### src/rtl/bpa_ram.sv
// generic simple dual-port ram, one write port and one registered read port
module bpa_ram #(
	parameter int WIDTH = 8,
	parameter int DEPTH = 256
) (
	input  logic                     clk,
	input  logic                     we,
	input  logic [$clog2(DEPTH)-1:0] waddr,
	input  logic [WIDTH-1:0]         wdata,
	input  logic                     re,
	input  logic [$clog2(DEPTH)-1:0] raddr,
	output logic [WIDTH-1:0]         rdata
);

	logic [WIDTH-1:0] mem [DEPTH];

	always_ff @(posedge clk) begin
		if (we) begin
			mem[waddr] <= wdata;
		end
		if (re) begin
			rdata <= mem[raddr];
		end
	end

endmodule

### config.mk
export PLATFORM = sky130hd
export DESIGN_NAME = bpa_ram
export DESIGN_NICKNAME = d
export VERILOG_FILES = /design/src/rtl/bpa_ram.sv
export SDC_FILE = /design/constraint.sdc
export NUM_CORES = 2
export LEC_CHECK = 0
export ABC_AREA = 1
export BUFFER_PORTS_ARGS = -buffer_cell sky130_fd_sc_hd__buf_2
export CELL_PAD_IN_SITES_DETAIL_PLACEMENT = 1
export CELL_PAD_IN_SITES_GLOBAL_PLACEMENT = 1
export CORE_ASPECT_RATIO = 0.7
export CORE_UTILIZATION = 40
export CTS_CLUSTER_DIAMETER = 50
export DETAILED_ROUTE_END_ITERATION = 8
export GPL_TIMING_DRIVEN = 0
export PLACE_DENSITY_LB_ADDON = 0.1
export SETUP_SLACK_MARGIN = 0.4
export SLEW_MARGIN = 20
export SYNTH_ARGS = -nofsm -noshare
export SYNTH_HDL_FRONTEND = slang
export SYNTH_SLANG_ARGS = --single-unit
export TNS_END_PERCENT = 1
### constraint.sdc
create_clock -name clk -period 1.47 [get_ports clk]
set_clock_uncertainty 0.05 [all_clocks]
set_input_delay 0.0735 -clock clk [delete_from_list [all_inputs] [get_ports clk]]
set_output_delay 0.0735 -clock clk [all_outputs]
set_load 0.01 [all_outputs]
==> results.toml <==
[timing]
worst_slack_ns = -0.700
min_period_over_period = 1.48
period_minus_slack_ns = 2.17
max_freq_ghz = 0.461
setup-violations-final = 968
rsz0062_at_grt = "true"
hold_viol_final = 303
final-max-slew-violation-count = 0
timing.hold.ws_ns = -0.426
tns_ns = -133.88
tightest_slew_ns = 1.19
relSlewSlack = 0.205

[die]
io_pins = 35
die_area_mm2 = 0.211
start_util = 0.405
die_w_um = 548
num_rows = 139
die_height_um = 384
core_mm2 = 0.206

[synth]
seq_area_frac_synth = 0.740
synth_warnings = 0
synth_area_leaders = "edfxtp_1 (74%), nand3_1 (12%), nand2_1 (9.5%)"
synth_adder_area_share = 0
yosysTopAreaCell = "edfxtp_1"
synth-simple-area-share = 0.229
synth_top_family_by_area = "simple AND/OR/NAND/NOR gates"
synthDistinctLibCells = 13
netlist_area_mm2 = 0.0835
yosys_register_bits = 2056
synth-compound-area-share = 0
synth-xor-area-share = 0
synth_top_area_frac = 0.740
synth.avg_cell_area_um2 = 11.9
synth_nets = 7030
muxShareOfSynthArea = 0
postSynthCellCount = 7003

[global_routing]
grt_overflow = 0
antenna_found_initial = 37
grt_pass1_vias = 58900
grt_start_max_net_pins = 128
grt_pass1_wl_um = 531000
track_usage = 0.378

[cells_and_area]
multi_input_area_mm2 = 0.0221
nets = 7345
post-route-util = 0.480
areaGrowthSynthToFinish_pct = 18.6
postLayoutCellArea_mm2 = 0.0990
instances_no_fill = 10200
seqCellArea_mm2 = 0.0617
drive_gt1_frac = 0.180
fillerInstances = 21100

[clock_network]
cts_tree = "done"
worstSkewPairLatency_ns = 0.90
numCtsBuffers = 213
clock-sinks = 2056
clock-root-buffer = "clkbuf_16"
cts.htree.levels = 4
clkTransAtPathRegs_ns = 0.06
clockBufferDepth = 4

[setup_path]
crit_required_ns = 2.05
path_class = "in -> reg"
endpoint_kind = "register"
crit_arrival_ns = 2.75
cp_max_fo = 10
startpoint_type = "input pin"

[drt]
drt_iter0_drc = 11000
drt_wl_total_um = 404000
first_pass_iters = 8
drc_errors = 0
dr_total_vias = 64200
postRouteAntennaNets = 0
vias_per_cell = 6.27
wl_per_cell_um = 39.5

[power]
vdd_ir_drop_max_uv = 984
sw_frac_of_total = 0.257
power_mw = 130
seq_power_share = 0.499
clock_power_share = 0.410
p_comb_frac = 0.091
p_per_area_mw_per_mm2 = 1310
power.switching_mw = 33.3
p_int_mw = 96.2
p_leak_nw = 34.3

[outcome]
status = "finished with violations"
violations = "negative hold slack, negative setup slack"

[job]
cap_violations = 0

[placed_design]
pre_cts_ws_ns = -2.60
placedCellCount = 9826
dp_hpwl_um = 288000
dpl_cell_area_mm2 = 0.0892
place_congestion = 1.05
io_buffers = 27

[worst_hold_path]
hold_path_class = "in -> reg"
layout by cell type, fill, tap and decap left out, types with 56 or more instances in the layout:
| master | synthesis | final |
|---|---|---|
| buf_2 | 268 | 200 |
| nand3_4 | 0 | 84 |
| buf_6 | 16 | 73 |
| edfxtp_1 | 2056 | 2056 |
| buf_4 | 46 | 112 |
| clkbuf_2 | 0 | 56 |
| nor2_4 | 0 | 56 |
| nand3_2 | 0 | 189 |
| nand2_1 | 2123 | 2094 |
| nor2_2 | 0 | 173 |
| clkbuf_1 | 112 | 80 |
| clkbuf_16 | 0 | 217 |
| nand3_1 | 2019 | 1746 |
power by group through the flow:
stage	clock [mW]	combinational, mW	sequential (mW)
final	53.1	11.8	64.7
after floorplan	0	4.17	65.9
after CTS	52.9	11.0	64.7
after global placement	0	9.86	66.2
after global routing	54.8	11.8	64.6
after detailed placement	0	10.3	65.9
sequential cells by signal (all words and copies together) (netlist names):
name   flops
rdata      8
mem     2048
routing by layer:
metal	vias to the layer above	routed length [um]	part of all wire	global-route usage
met4	18	13000	0.032	0.110
met3	623	58800	0.15	0.130
met2	4456	159000	0.39	0.503
met5	-	126	0.00031	0
met1	33500	174000	0.43	0.575
li1	25500	-	-	-
synthesized netlist by cell type (all sizes together):
cell type and number:
buf 371, clkbuf 112, edfxtp 2056, inv 39, nand2 2123, nand3 2019
nor2 283
cells by family after synthesis:
logic type | after synthesis
AND/OR/NAND/NOR | 4425
flip-flops | 2056
buffers and inverters | 522
cell type report:
class / instances / area share
multi-input combinational: 4425 / 0.223
inverter: 39 / 0.00163
clock buffer: 273 / 0.0566
buffer: 483 / 0.0340
timing repair buffer: 100 / 0.0172
antenna: 8 / 0.000202
sequential: 2056 / 0.624
tap: 2749 / 0.0347
clock inverter: 104 / 0.00876
repair_timing:
| item | 4_1_cts | 5_1_grt |
|---|---|---|
| gates resized for setup | 497 | 200 |
| endpoints found under the hold margin | 1408 | 342 |
| setup buffers | 4 | 2 |
| pin swaps | 76 | 50 |
| hold buffers | 17 | 3 |
| endpoints found under the setup margin | 1932 | 2426 |
final timing paths:
path | start | to | slack (ns) | depth (start not counted)
max | raddr[3] | rdata[7] | -0.70 | 11
min reg2reg | mem[31][2] | rdata[2] | 1.12 | 10
max reg2reg | mem[80][7] | rdata[7] | -0.63 | 10
min | wdata[6] | mem[185][6] | -0.43 | 1
critical path, stage by stage:
cell,delay [ns]
buf_2,0.19
inv_1,0.11
clkbuf_4,0.42
clkbuf_2,0.65
nand3_1,0.39
nand3_2,0.25
nand3_1,0.17
nand3_4,0.16
nand2_1,0.10
nand2_2,0.09
nand2_4,0.10
Note: power is estimated with default switching activity, not from simulation.
